**config.mk**
```make
export PLATFORM = sky130hd
export DESIGN_NAME = iwcs_control
export DESIGN_NICKNAME = d
export VERILOG_FILES = /design/src/rtl/iwcs_pkg.sv /design/src/rtl/iwcs_control.sv
export SDC_FILE = /design/constraint.sdc
export NUM_CORES = 1
export LEC_CHECK = 0
export ABC_AREA = 1
export BUFFER_PORTS_ARGS = -buffer_cell sky130_fd_sc_hd__clkbuf_2
export CAP_MARGIN = 20
export CELL_PAD_IN_SITES_DETAIL_PLACEMENT = 0
export CELL_PAD_IN_SITES_GLOBAL_PLACEMENT = 1
export CORE_MARGIN = 2
export CORE_UTILIZATION = 36
export CTS_CLUSTER_DIAMETER = 80
export DETAILED_ROUTE_END_ITERATION = 8
export GPL_TIMING_DRIVEN = 0
export PLACE_DENSITY_LB_ADDON = 0.1
export SLEW_MARGIN = 20
export SYNTH_ARGS = -nofsm -noshare
export SYNTH_HDL_FRONTEND = slang
export SYNTH_SLANG_ARGS = --single-unit
```
**constraint.sdc**
```tcl
create_clock -name clock -period 2.1 [get_ports clock]
set_clock_uncertainty 0.2 [all_clocks]
set_input_delay 0.525 -clock clock [delete_from_list [all_inputs] [get_ports clock]]
set_output_delay 0.525 -clock clock [all_outputs]
set_load 0.05 [all_outputs]
```
**src/rtl/iwcs_pkg.sv**
```systemverilog
`timescale 1ns / 1ps
package iwcs_pkg;
   localparam int GRID_POINTS_DEF = 256;
   localparam int MAX_PROCESSES_DEF = 32;
   localparam logic [1:0] OP_SAMPLE = 2'd0;
   localparam logic [1:0] OP_LOAD_FREQ = 2'd1;
   localparam logic [1:0] OP_LOAD_ENERGY = 2'd2;
   localparam logic [1:0] OP_LOAD_THRESH = 2'd3;

   typedef struct packed {
      logic [1:0]  operation;
      logic [31:0] electron_energy;
      logic [31:0] random_draw;
      logic [7:0]  point_index;
      logic [4:0]  process_index;
      logic [31:0] table_word;
   } req_type;

   typedef struct packed {
      logic [4:0] selected_process;
      logic       null_collision;
   } rsp_type;

   typedef struct packed {
      logic start;
      logic load;
      logic grid_rd;
      logic grid_step;
      logic div_start;
      logic div_step;
      logic proc_start;
      logic proc_rd;
      logic proc_acc;
   } cmd_type;

   typedef struct packed {
      logic below;
      logic above;
      logic grid_found;
      logic div_last;
      logic proc_done;
   } sts_type;
endpackage

```
**src/rtl/iwcs_control.sv**
```systemverilog
`timescale 1ns / 1ps
module iwcs_control import iwcs_pkg::*; #(
   parameter int GRID_POINTS = GRID_POINTS_DEF
) (
   input  logic    clock,
   input  logic    reset,
   input  logic    req_valid,
   input  logic [1:0] req_op,
   output logic    req_stall,
   output logic    rsp_valid,
   input  logic    rsp_stall,
   input  sts_type sts,
   output cmd_type cmd
);
   localparam int GW = $clog2(GRID_POINTS);
   localparam logic [2:0] S_IDLE = 3'd0;
   localparam logic [2:0] S_GRID = 3'd1;
   localparam logic [2:0] S_DIVS = 3'd2;
   localparam logic [2:0] S_DIV = 3'd3;
   localparam logic [2:0] S_PRD = 3'd4;
   localparam logic [2:0] S_PACC = 3'd5;
   localparam logic [2:0] S_OUT = 3'd6;

   logic [2:0] state_ff, state_in;
   logic [GW:0] cnt_ff, cnt_in;
   logic       found_ff, found_in;
   logic       accept;

   assign req_stall = state_ff != S_IDLE;
   assign accept = req_valid && !req_stall;
   assign rsp_valid = state_ff == S_OUT;

   always_comb begin
      state_in = state_ff;
      cnt_in = cnt_ff;
      found_in = found_ff;
      cmd = '0;
      case (state_ff)
         S_IDLE: begin
            if (accept) begin
               if (req_op == OP_SAMPLE) begin
                  cmd.start = 1'b1;
                  state_in = S_GRID;
                  cnt_in = '0;
                  found_in = 1'b0;
               end else begin
                  cmd.load = 1'b1;
               end
            end
         end
         S_GRID: begin
            cmd.grid_rd = 1'b1;
            if (found_ff || sts.grid_found || cnt_ff == (GW+1)'(GRID_POINTS - 2)) begin
               state_in = S_DIVS;
            end else begin
               cmd.grid_step = 1'b1;
               cnt_in = cnt_ff + (GW+1)'(1);
            end
            if (sts.grid_found) found_in = 1'b1;
         end
         S_DIVS: begin
            if (cnt_ff == (GW+1)'(GRID_POINTS - 2) && !found_ff && !sts.grid_found) begin
               cmd.grid_rd = 1'b1;
               cmd.grid_step = 1'b1;
               cnt_in = cnt_ff + (GW+1)'(1);
               found_in = 1'b1;
            end else begin
               cmd.div_start = 1'b1;
               state_in = S_DIV;
            end
         end
         S_DIV: begin
            cmd.div_step = 1'b1;
            if (sts.div_last) begin
               cmd.proc_start = 1'b1;
               state_in = S_PRD;
            end
         end
         S_PRD: begin
            cmd.proc_rd = 1'b1;
            state_in = S_PACC;
         end
         S_PACC: begin
            cmd.proc_acc = 1'b1;
            state_in = S_PRD;
            if (sts.proc_done) state_in = S_OUT;
         end
         S_OUT: begin
            if (!rsp_stall) state_in = S_IDLE;
         end
         default: state_in = S_IDLE;
      endcase
   end

   always_ff @(posedge clock) begin
      if (reset) begin
         state_ff <= S_IDLE;
         cnt_ff <= '0;
         found_ff <= 1'b0;
      end else begin
         state_ff <= state_in;
         cnt_ff <= cnt_in;
         found_ff <= found_in;
      end
   end
endmodule

```
==> flow_metrics.env, run 1 <==
export IMPL_cts_sinks=13
export IMPL_cts_buffer_depth=2
export IMPL_place_congestion=0.8436
export IMPL_relSlewSlack_pct=68.30
export IMPL_hold_slack_ns=0.2479
export IMPL_critical_path_required_ns=1.37
export IMPL_grt_max_degree=11
export IMPL_hold_path_class="reg -> reg"
export IMPL_routed_wirelength_um=2572
export IMPL_final_common_cell="nand2_1"
export IMPL_clock_latency_ns=0.27
export IMPL_pin_count=22
export IMPL_ys_types=23
export IMPL_first_pass_iters=4
export IMPL_ys_warn_count=0
export IMPL_start_util_pct=37.39
export IMPL_die_area_um2=3282
export IMPL_vdd_drop_max_mv=0.8835
export IMPL_rsz0062_at_grt="true"
export IMPL_maxCapViolations=0
export IMPL_synth_enable_flop_cells=0
export IMPL_slew_viol_final=0
export IMPL_endpoint_kind="output pin"
export IMPL_cts_tree="done"
export IMPL_seq_power_share_pct=21.3
export IMPL_rows=19
export IMPL_arrival_ns=1.42
export IMPL_htreeDepth=1
export IMPL_initialDrtViolationCount=37
export IMPL_p_total_mw=1.878
export IMPL_critical_path_startpoint_type="flop"
export IMPL_grt_pass1_vias=1065
export IMPL_pwr_share_clk_pct=8.2
export IMPL_p_comb_share_pct=70.5
export IMPL_status="finished with violations"
export IMPL_most_common_layout_cells="nand2_1 (36), inv_1 (20), nor2_1 (17)"
export IMPL_synth_top_area_cell="dfxtp_1"
export IMPL_setup_violations=2
export IMPL_gr_total_overflow=0
export IMPL_nets=209
export IMPL_utilization_pct=50.25
export IMPL_fin_tns_setup_ns=-0.08719
export IMPL_synth_nets=178
export IMPL_max_freq_mhz=465.3
export IMPL_synth_top_area_share_pct=25.46
export IMPL_avgRoutedWirePerCell_um=11.38
export IMPL_vias=1127
export IMPL_via_per_inst=4.987
export IMPL_p_switching_mw=1.030
export IMPL_drive_gt1_share_pct=34.87
export IMPL_crit_fanout=3
export IMPL_ant_nets=0
export IMPL_synth_flop_cell="dfxtp_1"
export IMPL_antenna_found_initial=0
export IMPL_dp_hpwl_um=1893
export IMPL_grtUsageTotal_pct=17.14
export IMPL_numCtsBuffers=3
export IMPL_grt_pass1_wl_um=4464
export IMPL_holdBufCountCts=0
export IMPL_clk_pin_slew_ns=0.08
export IMPL_fin_crit_sh_pct=102.3
export IMPL_ys_seq_area_share_pct=25.46
export IMPL_drc=0
export IMPL_async_flop_share_pct=0
export IMPL_hold_violations=0
export IMPL_ys_ff_latch=13
export IMPL_worst_slew_pin_slew_ns=0.4755
export IMPL_power_density_nw_per_um2=1367
export IMPL_netlist_instances=165
export IMPL_port_buffers=18
export IMPL_area_growth_syn_to_layout_pct=34.39
export IMPL_dp_worst_setup_slack_ns=-0.07045
export IMPL_crit_type="reg -> out"
export IMPL_core_um2=2734
export IMPL_die_w_um=57.29
export IMPL_setup_ws_ns=-0.04896
export IMPL_fin_crit_ns=2.149
export IMPL_cts_root_buf="clkbuf_4"
export IMPL_antenna_cells=0
export IMPL_synth_area_per_cell_um2=6.195
export IMPL_die_h_um=57.29
export IMPL_p_leak_nw=0.6348
export IMPL_p_int_uw=848.2
export IMPL_netSwitchingFraction_pct=54.84
export IMPL_ys_top_cells_by_area="dfxtp_1 (25%), nand2_1 (15%), inv_1 (8.4%)"
export IMPL_violations="setup timing"
export IMPL_syn_cell_area_um2=1022
-- metrics by stage --
step | instances | instance area, µm²
final | 226 | 1374
after floorplan | 165 | 1037
after detailed placement | 214 | 1166
after global routing | 226 | 1374
after global placement | 214 | 1166
after CTS | 226 | 1331
-- state kept, by name, summed over array words and instances (netlist names) --
name      flops
cnt_ff        9
state_ff      3
found_ff      1
-- cell families after synthesis --
group	count (synthesis)	synth area share, %
buf+inv	30	11.02
xor+xnor	2	1.714
fa+ha+maj	2	2.448
compound gates	26	17.14
simple gates	92	42.23
flops	13	25.46
-- cell usage after synthesis (3+ instances only) --
cell type / number
nor2_1: 22
o21ai_0: 4
o21bai_1: 9
inv_1: 23
inv_2: 6
nand2_1: 40
a21oi_1: 10
nand2_2: 3
dfxtp_1: 13
nand3_1: 16
-- metal layers --
metal  vias up  GRT usage (%)  part of all wire (%)
met4         0          4.983                  0.23
met3         2          4.082                   5.9
met1       505          23.08                    49
met2        37          27.42                    45
li1        583              -                     -
met5         -              0                     0
-- what timing repair did --
action | 4_1_cts | 5_1_grt
gates resized for setup | 27 | 23
setup endpoints to repair | 11 | 9
setup buffers | 8 | 0
pin swaps | 7 | 6
-- power by group through the flow --
stage	Combinational [mW]	Sequential (mW)	Clock, mW
after global routing	1.44	0.410	0.179
after global placement	1.08	0.381	0
after CTS	1.28	0.397	0.165
after floorplan	0.838	0.366	0
after detailed placement	1.08	0.381	0
final	1.32	0.401	0.154
-- path summary, 6_finish.rpt --
check,from,endpoint,slack (ns),cells after the start
worst min-delay path,found_ff$_SDFFE_PP0P_,found_ff$_SDFFE_PP0P_,0.25,2
worst max register to register,cnt_ff[0]$_SDFFE_PP0P_,cnt_ff[3]$_SDFFE_PP0P_,0.31,9
worst min register to register,found_ff$_SDFFE_PP0P_,found_ff$_SDFFE_PP0P_,0.25,2
worst max-delay path,cnt_ff[0]$_SDFFE_PP0P_,cmd[6],-0.05,7
-- critical path, stage by stage, from the launching register on --
cell and delay (ns):
dfxtp_2 0.33, inv_2 0.06, ha_4 0.14, nand2_4 0.05
nor2_4 0.12, nand4_1 0.16, nand2_1 0.15, buf_8 0.15
-- cell type report --
class / count / area, µm²
buffer: 1 / 3.754
clock buffer: 4 / 26.28
fill: 270 / 1360
inverter: 29 / 113.9
multi-input combinational: 122 / 711.9
sequential: 13 / 279.0
tap: 31 / 38.79
timing repair buffer: 26 / 200.2
Power figures use the tool's default switching activity.
==> run 2: changes to the inputs <==
--- a/config.mk
+++ b/config.mk
@@ -7,3 +7,2 @@
 export LEC_CHECK = 0
-export ABC_AREA = 1
 export BUFFER_PORTS_ARGS = -buffer_cell sky130_fd_sc_hd__clkbuf_2
@@ -13,3 +12,3 @@
 export CORE_MARGIN = 2
-export CORE_UTILIZATION = 36
+export CORE_UTILIZATION = 38
 export CTS_CLUSTER_DIAMETER = 80
@@ -17,2 +16,3 @@
 export GPL_TIMING_DRIVEN = 0
+export MAX_ROUTING_LAYER = met4
 export PLACE_DENSITY_LB_ADDON = 0.1
==> constraint.sdc (replaced) <==
create_clock -name clock -period 2.1 [get_ports clock]
set_clock_uncertainty 0.2 [all_clocks]
set_input_delay 0 -clock clock [delete_from_list [all_inputs] [get_ports clock]]
set_output_delay 0 -clock clock [all_outputs]
set_load 0.05 [all_outputs]
==> flow_metrics.env, run 2 <==
export IMPL_status="finished with violations"
export IMPL_violations="setup timing"
export IMPL_worst_slew_pin_slew_ns=0.6026
export IMPL_synth_flop_cell="dfxtp_1"
export IMPL_arrival_ns=2.11
export IMPL_utilization_pct=60.11
export IMPL_pin_count=22
export IMPL_power_density_nw_per_um2=1132
export IMPL_synth_area_per_cell_um2=8.122
export IMPL_ys_ff_latch=13
export IMPL_dp_worst_setup_slack_ns=-0.1640
export IMPL_reg2reg_to="cnt_ff[6]$_SDFFE_PP0P_"
export IMPL_post_synth_top_count_cell="dfxtp_1"
export IMPL_initialDrtViolationCount=11
export IMPL_ys_top_cells_by_area="dfxtp_1 (29%), a21oi_1 (5.5%), nand4_1 (3.4%)"
export IMPL_crit_path_end="cnt_ff[6]$_SDFFE_PP0P_"
export IMPL_setup_violations=3
export IMPL_endpoint_kind="flop"
export IMPL_place_congestion=0.7657
export IMPL_hold_violations=0
export IMPL_crit_fanout=7
export IMPL_synthMuxAreaShare_pct=0
export IMPL_clock_latency_ns=0.28
export IMPL_worstSetupStartpoint="state_ff[1]$_SDFFE_PP0P_"
export IMPL_critical_path_required_ns=2.07
export IMPL_area_growth_syn_to_layout_pct=47.59
export IMPL_ys_warn_count=0
export IMPL_port_buffers=19
export IMPL_syn_cell_area_um2=909.6
export IMPL_antenna_cells=0
export IMPL_fin_crit_ns=2.133
export IMPL_grt_max_degree=11
export IMPL_fin_crit_sh_pct=101.6
export IMPL_max_flop_register="cnt_ff"
export IMPL_die_w_um=52.93
export IMPL_reg2reg_from="state_ff[1]$_SDFFE_PP0P_"
export IMPL_setup_ws_ns=-0.03256
export IMPL_slew_viol_final=0
export IMPL_cts_buffer_depth=2
export IMPL_async_flop_share_pct=0
export IMPL_start_util_pct=40.73
export IMPL_grt_pass1_vias=866
export IMPL_antenna_found_initial=0
export IMPL_synth_top_area_cell="dfxtp_1"
export IMPL_synth_xor_area_share_pct=0
export IMPL_synth_top_area_share_pct=28.61
export IMPL_first_pass_iters=4
export IMPL_rsz0062_at_grt="true"
export IMPL_cts_sinks=13
export IMPL_maxCapViolations=0
export IMPL_relSlewSlack_pct=59.74
export IMPL_dpl_cell_count=159
export IMPL_critical_path_startpoint_type="flop"
export IMPL_ys_types=41
export IMPL_drc=0
export IMPL_p_leak_nw=0.5392
export IMPL_reg2regPathDepth=6
export IMPL_final_common_cell="clkbuf_2"
export IMPL_numCtsBuffers=3
export IMPL_ys_seq_area_share_pct=28.61
export IMPL_drive_gt1_share_pct=41.40
export IMPL_cts_tree="done"
export IMPL_vias=1033
export IMPL_most_common_layout_cells="clkbuf_2 (18), buf_4 (16), a21oi_1 (10)"
export IMPL_max_freq_mhz=468.9
export IMPL_grt_pass1_wl_um=3801
export IMPL_hold_path_class="in -> reg"
export IMPL_synth_nets=125
export IMPL_yosys_area_share_adder_pct=2.751
export IMPL_gr_total_overflow=0
export IMPL_top_regs="cnt_ff: 9 flops, state_ff: 3 flops, found_ff: 1 flops"
export IMPL_via_per_inst=5.584
export IMPL_p_total_mw=1.519
export IMPL_largest_reg_flops=9
export IMPL_r2r_slack_ns=-0.03
export IMPL_nets=171
export IMPL_synth_compound_area_share_pct=28.20
export IMPL_stdcell_count=185
export IMPL_cts_root_buf="clkbuf_4"
export IMPL_die_area_um2=2801
export IMPL_synth_enable_flop_cells=0
export IMPL_crit_type="reg -> reg"
export IMPL_dp_hpwl_um=1564
export IMPL_ant_nets=0
export IMPL_ys_top_cells_by_count="dfxtp_1 (13), a21oi_1 (10), nor2_1 (6), o21ai_0 (6)"
export IMPL_htreeDepth=1
export IMPL_avgRoutedWirePerCell_um=13.05
export IMPL_netlist_instances=112
export IMPL_rows=17
export IMPL_synth_top_family_by_area="simple AND/OR/NAND/NOR gates"
export IMPL_grtUsageTotal_pct=19.14
export IMPL_yosys_area_share_simple_pct=35.90
export IMPL_die_h_um=52.93
export IMPL_vdd_drop_max_mv=0.7670
export IMPL_routed_wirelength_um=2415
export IMPL_clk_pin_slew_ns=0.08
export IMPL_hold_slack_ns=0.1780
export IMPL_core_um2=2233
## run 2: changes by cell type after synthesis, sizes merged, moves of 5 or more
| cell | previous run | this run |
|---|---|---|
| inv | 29 | 3 |
| nand2 | 43 | 4 |
| or3 | 0 | 6 |
| nor2 | 24 | 6 |
| o21bai | 9 | 0 |
| nand3 | 18 | 2 |
| clkbuf | 0 | 5 |
## run 2: worst min-delay path by stage
| stage | start | end | slack (ns) | cells past startpoint |
|---|---|---|---|---|
| after global placement | reset | state_ff[2]$_SDFFE_PP0P_ | 0.05 | 2 |
| after floorplan | reset | state_ff[2]$_SDFFE_PP0P_ | -0.13 | 1 |
| after detailed placement | reset | state_ff[1]$_SDFFE_PP0P_ | 0.05 | 2 |
| final | req_op[0] | cnt_ff[5]$_SDFFE_PP0P_ | 0.18 | 5 |
| after CTS | req_op[1] | cnt_ff[5]$_SDFFE_PP0P_ | 0.16 | 5 |
| after global routing | req_op[1] | cnt_ff[5]$_SDFFE_PP0P_ | 0.20 | 5 |
## run 2: routing by layer
metal	wire length (µm)	up-vias	track usage, %
met1	1167	479	25.21
met5	0	-	-
met2	1118	26	29.58
met3	99	4	2.542
li1	-	524	-
met4	29	0	7.692
## run 2: layout make-up
class,instances,area (µm²)
clock buffer,4,26.28
tap,28,35.03
buffer,6,32.53
sequential,13,276.5
fill,204,890.9
timing repair buffer,41,285.3
multi-input combinational,90,675.6
inverter,3,11.26
## run 2: critical path, stage by stage, from the launching register on
cell and delay, ns:
dfxtp_4 0.36, or3b_4 0.37, or3_4 0.34, a32oi_4 0.36, buf_6 0.19, nor4_4 0.04
o21a_1 0.18
## run 2: kinds of logic (layout without fill, tap and decap cells)
| kind of cell | after synthesis | after routing |
|---|---|---|
| buffers and inverters | 9 | 54 |
| and+or+nand+nor | 51 | 51 |
| AOI/OAI and AO/OA | 37 | 37 |
| adders and majority gates | 2 | 2 |
| DFF | 13 | 13 |
## run 2: repair_timing
item                                    in CTS  in global routing
resized for setup                           11                 21
hold buffers                                 5                  0
endpoints found under the setup margin      10                 13
hold endpoints to repair                     7                  0
cloned                                       1                  0
pin swaps                                    3                  9
setup buffers                               10                  6
## run 2: stage by stage
stage | setup TNS, ns | area [µm²]
2_1_floorplan | 0 | 939.7
3_3_place_gp | -0.6851 | 1070
3_5_place_dp | -0.8503 | 1070
4_1_cts | -0.2392 | 1245
5_1_grt | -0.8196 | 1343
6_report | -0.03629 | 1343
## run 2: report_power, final
group	internal [mW]	switching [mW]
Combinational	0.421	0.597
Clock	0.0736	0.0828
Sequential	0.303	0.0418
Total	0.798	0.721
==> run 3: changes to the inputs <==
Settings changed: BUFFER_PORTS_ARGS -buffer_cell sky130_fd_sc_hd__clkbuf_2 to -buffer_cell sky130_fd_sc_hd__buf_2, CORE_UTILIZATION 38 to 40.
Clock period 2.1 ns to 2.46 ns, I/O delays scaled along.
==> flow_metrics.env, run 3 (synthesized netlist as in run 2, its figures left out) <==
export IMPL_grt_pass1_wl_um=3712
export IMPL_slew_viol_final=0
export IMPL_relSlewSlack_pct=63.13
export IMPL_port_buffers=19
export IMPL_maxCapViolations=0
export IMPL_first_pass_iters=4
export IMPL_hold_path_class="in -> reg"
export IMPL_die_h_um=51.69
export IMPL_dpl_cell_area_um2=1050
export IMPL_fin_tns_setup_ns=0
export IMPL_cp_num_buf_inv=1
export IMPL_critical_path_required_ns=2.44
export IMPL_cts_repair_resized=0
export IMPL_worst_slew_pin_slew_ns=0.5519
export IMPL_core_um2=2191
export IMPL_stdcell_area_um2=1131
export IMPL_grt_max_degree=11
export IMPL_antenna_cells=0
export IMPL_avgRoutedWirePerCell_um=13.14
export IMPL_place_congestion=0.7510
export IMPL_initialDrtViolationCount=14
export IMPL_antenna_found_initial=0
export IMPL_critPathMaxStageDelay_ns=0.46
export IMPL_ant_nets=0
export IMPL_seq_area_um2=260.3
export IMPL_pin_count=22
export IMPL_numCtsBuffers=3
export IMPL_crit_type="reg -> reg"
export IMPL_endpoint_kind="flop"
export IMPL_grt_pass1_vias=836
export IMPL_max_freq_mhz=431.5
export IMPL_hold_violations=0
export IMPL_htreeDepth=1
export IMPL_p_leak_nw=0.4549
export IMPL_gr_total_overflow=0
export IMPL_vdd_drop_max_mv=0.5318
export IMPL_area_growth_syn_to_layout_pct=24.35
export IMPL_p_switching_uw=556.2
export IMPL_status="finished, final reports clean"
export IMPL_fillCellCount=208
export IMPL_netSwitchingFraction_pct=50.67
export IMPL_routed_wirelength_um=2220
export IMPL_hold_depth=4
export IMPL_vias=956
export IMPL_die_area_um2=2671
export IMPL_max_flop_register="cnt_ff"
export IMPL_p_comb_share_pct=61.1
export IMPL_dp_hpwl_um=1622
export IMPL_via_per_inst=5.657
export IMPL_pwr_share_clk_pct=12.2
export IMPL_fin_crit_sh_pct=94.21
export IMPL_top_regs="cnt_ff: 9 flops, state_ff: 3 flops, found_ff: 1 flops"
export IMPL_cts_buffer_depth=2
export IMPL_power_density_nw_per_um2=970.5
export IMPL_cts_root_buf="clkbuf_4"
export IMPL_cp_depth=6
export IMPL_critPathSlowestCell="or3b_4"
export IMPL_multi_input_area_um2=618.1
export IMPL_die_w_um=51.69
export IMPL_clock_latency_ns=0.27
export IMPL_arrival_ns=2.29
export IMPL_drive_gt1_share_pct=24.11
export IMPL_final_common_cell="buf_2"
export IMPL_p_int_uw=541.5
export IMPL_seq_power_share_pct=26.8
export IMPL_cp_cell_sequence="or3b_4 -> or3_4 -> a32oi_4 -> buf_6 -> nor4_1 -> o21a_1"
export IMPL_critical_path_startpoint_type="flop"
export IMPL_critPathTopFamily="simple AND/OR/NAND/NOR gates"
export IMPL_crit_fanout=10
export IMPL_start_util_pct=41.52
export IMPL_reg2regPathDepth=6
export IMPL_drc=0
export IMPL_rows=17
export IMPL_cts_tree="done"
export IMPL_grtUsageTotal_pct=19.07
export IMPL_fin_crit_ns=2.318
export IMPL_most_common_layout_cells="buf_2 (19), dfxtp_1 (13), a21oi_1 (10)"
export IMPL_clk_pin_slew_ns=0.08
export IMPL_rsz0062_at_grt="false"
export IMPL_largest_reg_flops=9
export IMPL_nets=155
export IMPL_cts_sinks=13
export IMPL_setup_violations=0
==> run 3: routing by layer <==
metal | track usage (%) | vias up | part of all wire, %
met5 | - | - | 0
met4 | 10.09 | 0 | 1.4
met3 | 2.586 | 4 | 3.7
met2 | 27.99 | 20 | 44
met1 | 25.44 | 439 | 51
li1 | - | 493 | -
==> run 3: final timing paths <==
path,startpoint,to,slack [ns]
worst min-delay path,rsp_stall,state_ff[1]$_SDFFE_PP0P_,0.01
worst max register to register,state_ff[0]$_SDFFE_PP0P_,cnt_ff[6]$_SDFFE_PP0P_,0.14
worst max-delay path,state_ff[0]$_SDFFE_PP0P_,cnt_ff[6]$_SDFFE_PP0P_,0.14
worst min register to register,cnt_ff[8]$_SDFFE_PP0P_,cnt_ff[8]$_SDFFE_PP0P_,0.30
==> run 3: area by class of cell <==
cell class	count	share of cell area [%]
inverters	3	0.9956
plain buffers	6	2.655
well taps	28	3.097
multi-input cells	90	54.65
flip-flops and latches	13	23.01
clock buffers	4	2.323
repair buffers	25	13.27
==> run 3: through the flow <==
step	total power, mW	setup slack, ns	hold WS (ns)	instances	utilization (%)
2_1_floorplan	0.7970	0.004051	-0.1276	112	-
3_3_place_gp	0.9251	0.1478	0.03870	159	47.92
3_5_place_dp	0.9350	0.1255	0.04302	159	47.92
4_1_cts	1.078	0.1091	0.002287	167	50.94
5_1_grt	1.187	0.02917	0.01643	169	51.63
6_report	1.098	0.1425	0.01075	169	51.63
==> run 3: tightest hold or removal path: cells and delay by family <==
| family | cells | cell delay (ns) |
|---|---|---|
| AO/OA/AOI/OAI | 3 | 0.34 |
| buffers and inverters | 1 | 0.10 |
==> run 3: repair_timing <==
action                                  in CTS  in global routing
hold buffers                                 4                  0
endpoints found under the setup margin       0                  2
setup buffers                                0                  2
endpoints found under the hold margin        7                  0
==> run 3: power groups by stage <==
| stage | Combinational, mW | Clock (mW) | Sequential, mW |
|---|---|---|---|
| 3_3_place_gp | 0.630 | 0 | 0.295 |
| 3_5_place_dp | 0.639 | 0 | 0.296 |
| 5_1_grt | 0.737 | 0.147 | 0.303 |
| 6_report | 0.670 | 0.134 | 0.294 |
| 4_1_cts | 0.644 | 0.141 | 0.293 |
| 2_1_floorplan | 0.513 | 0 | 0.284 |
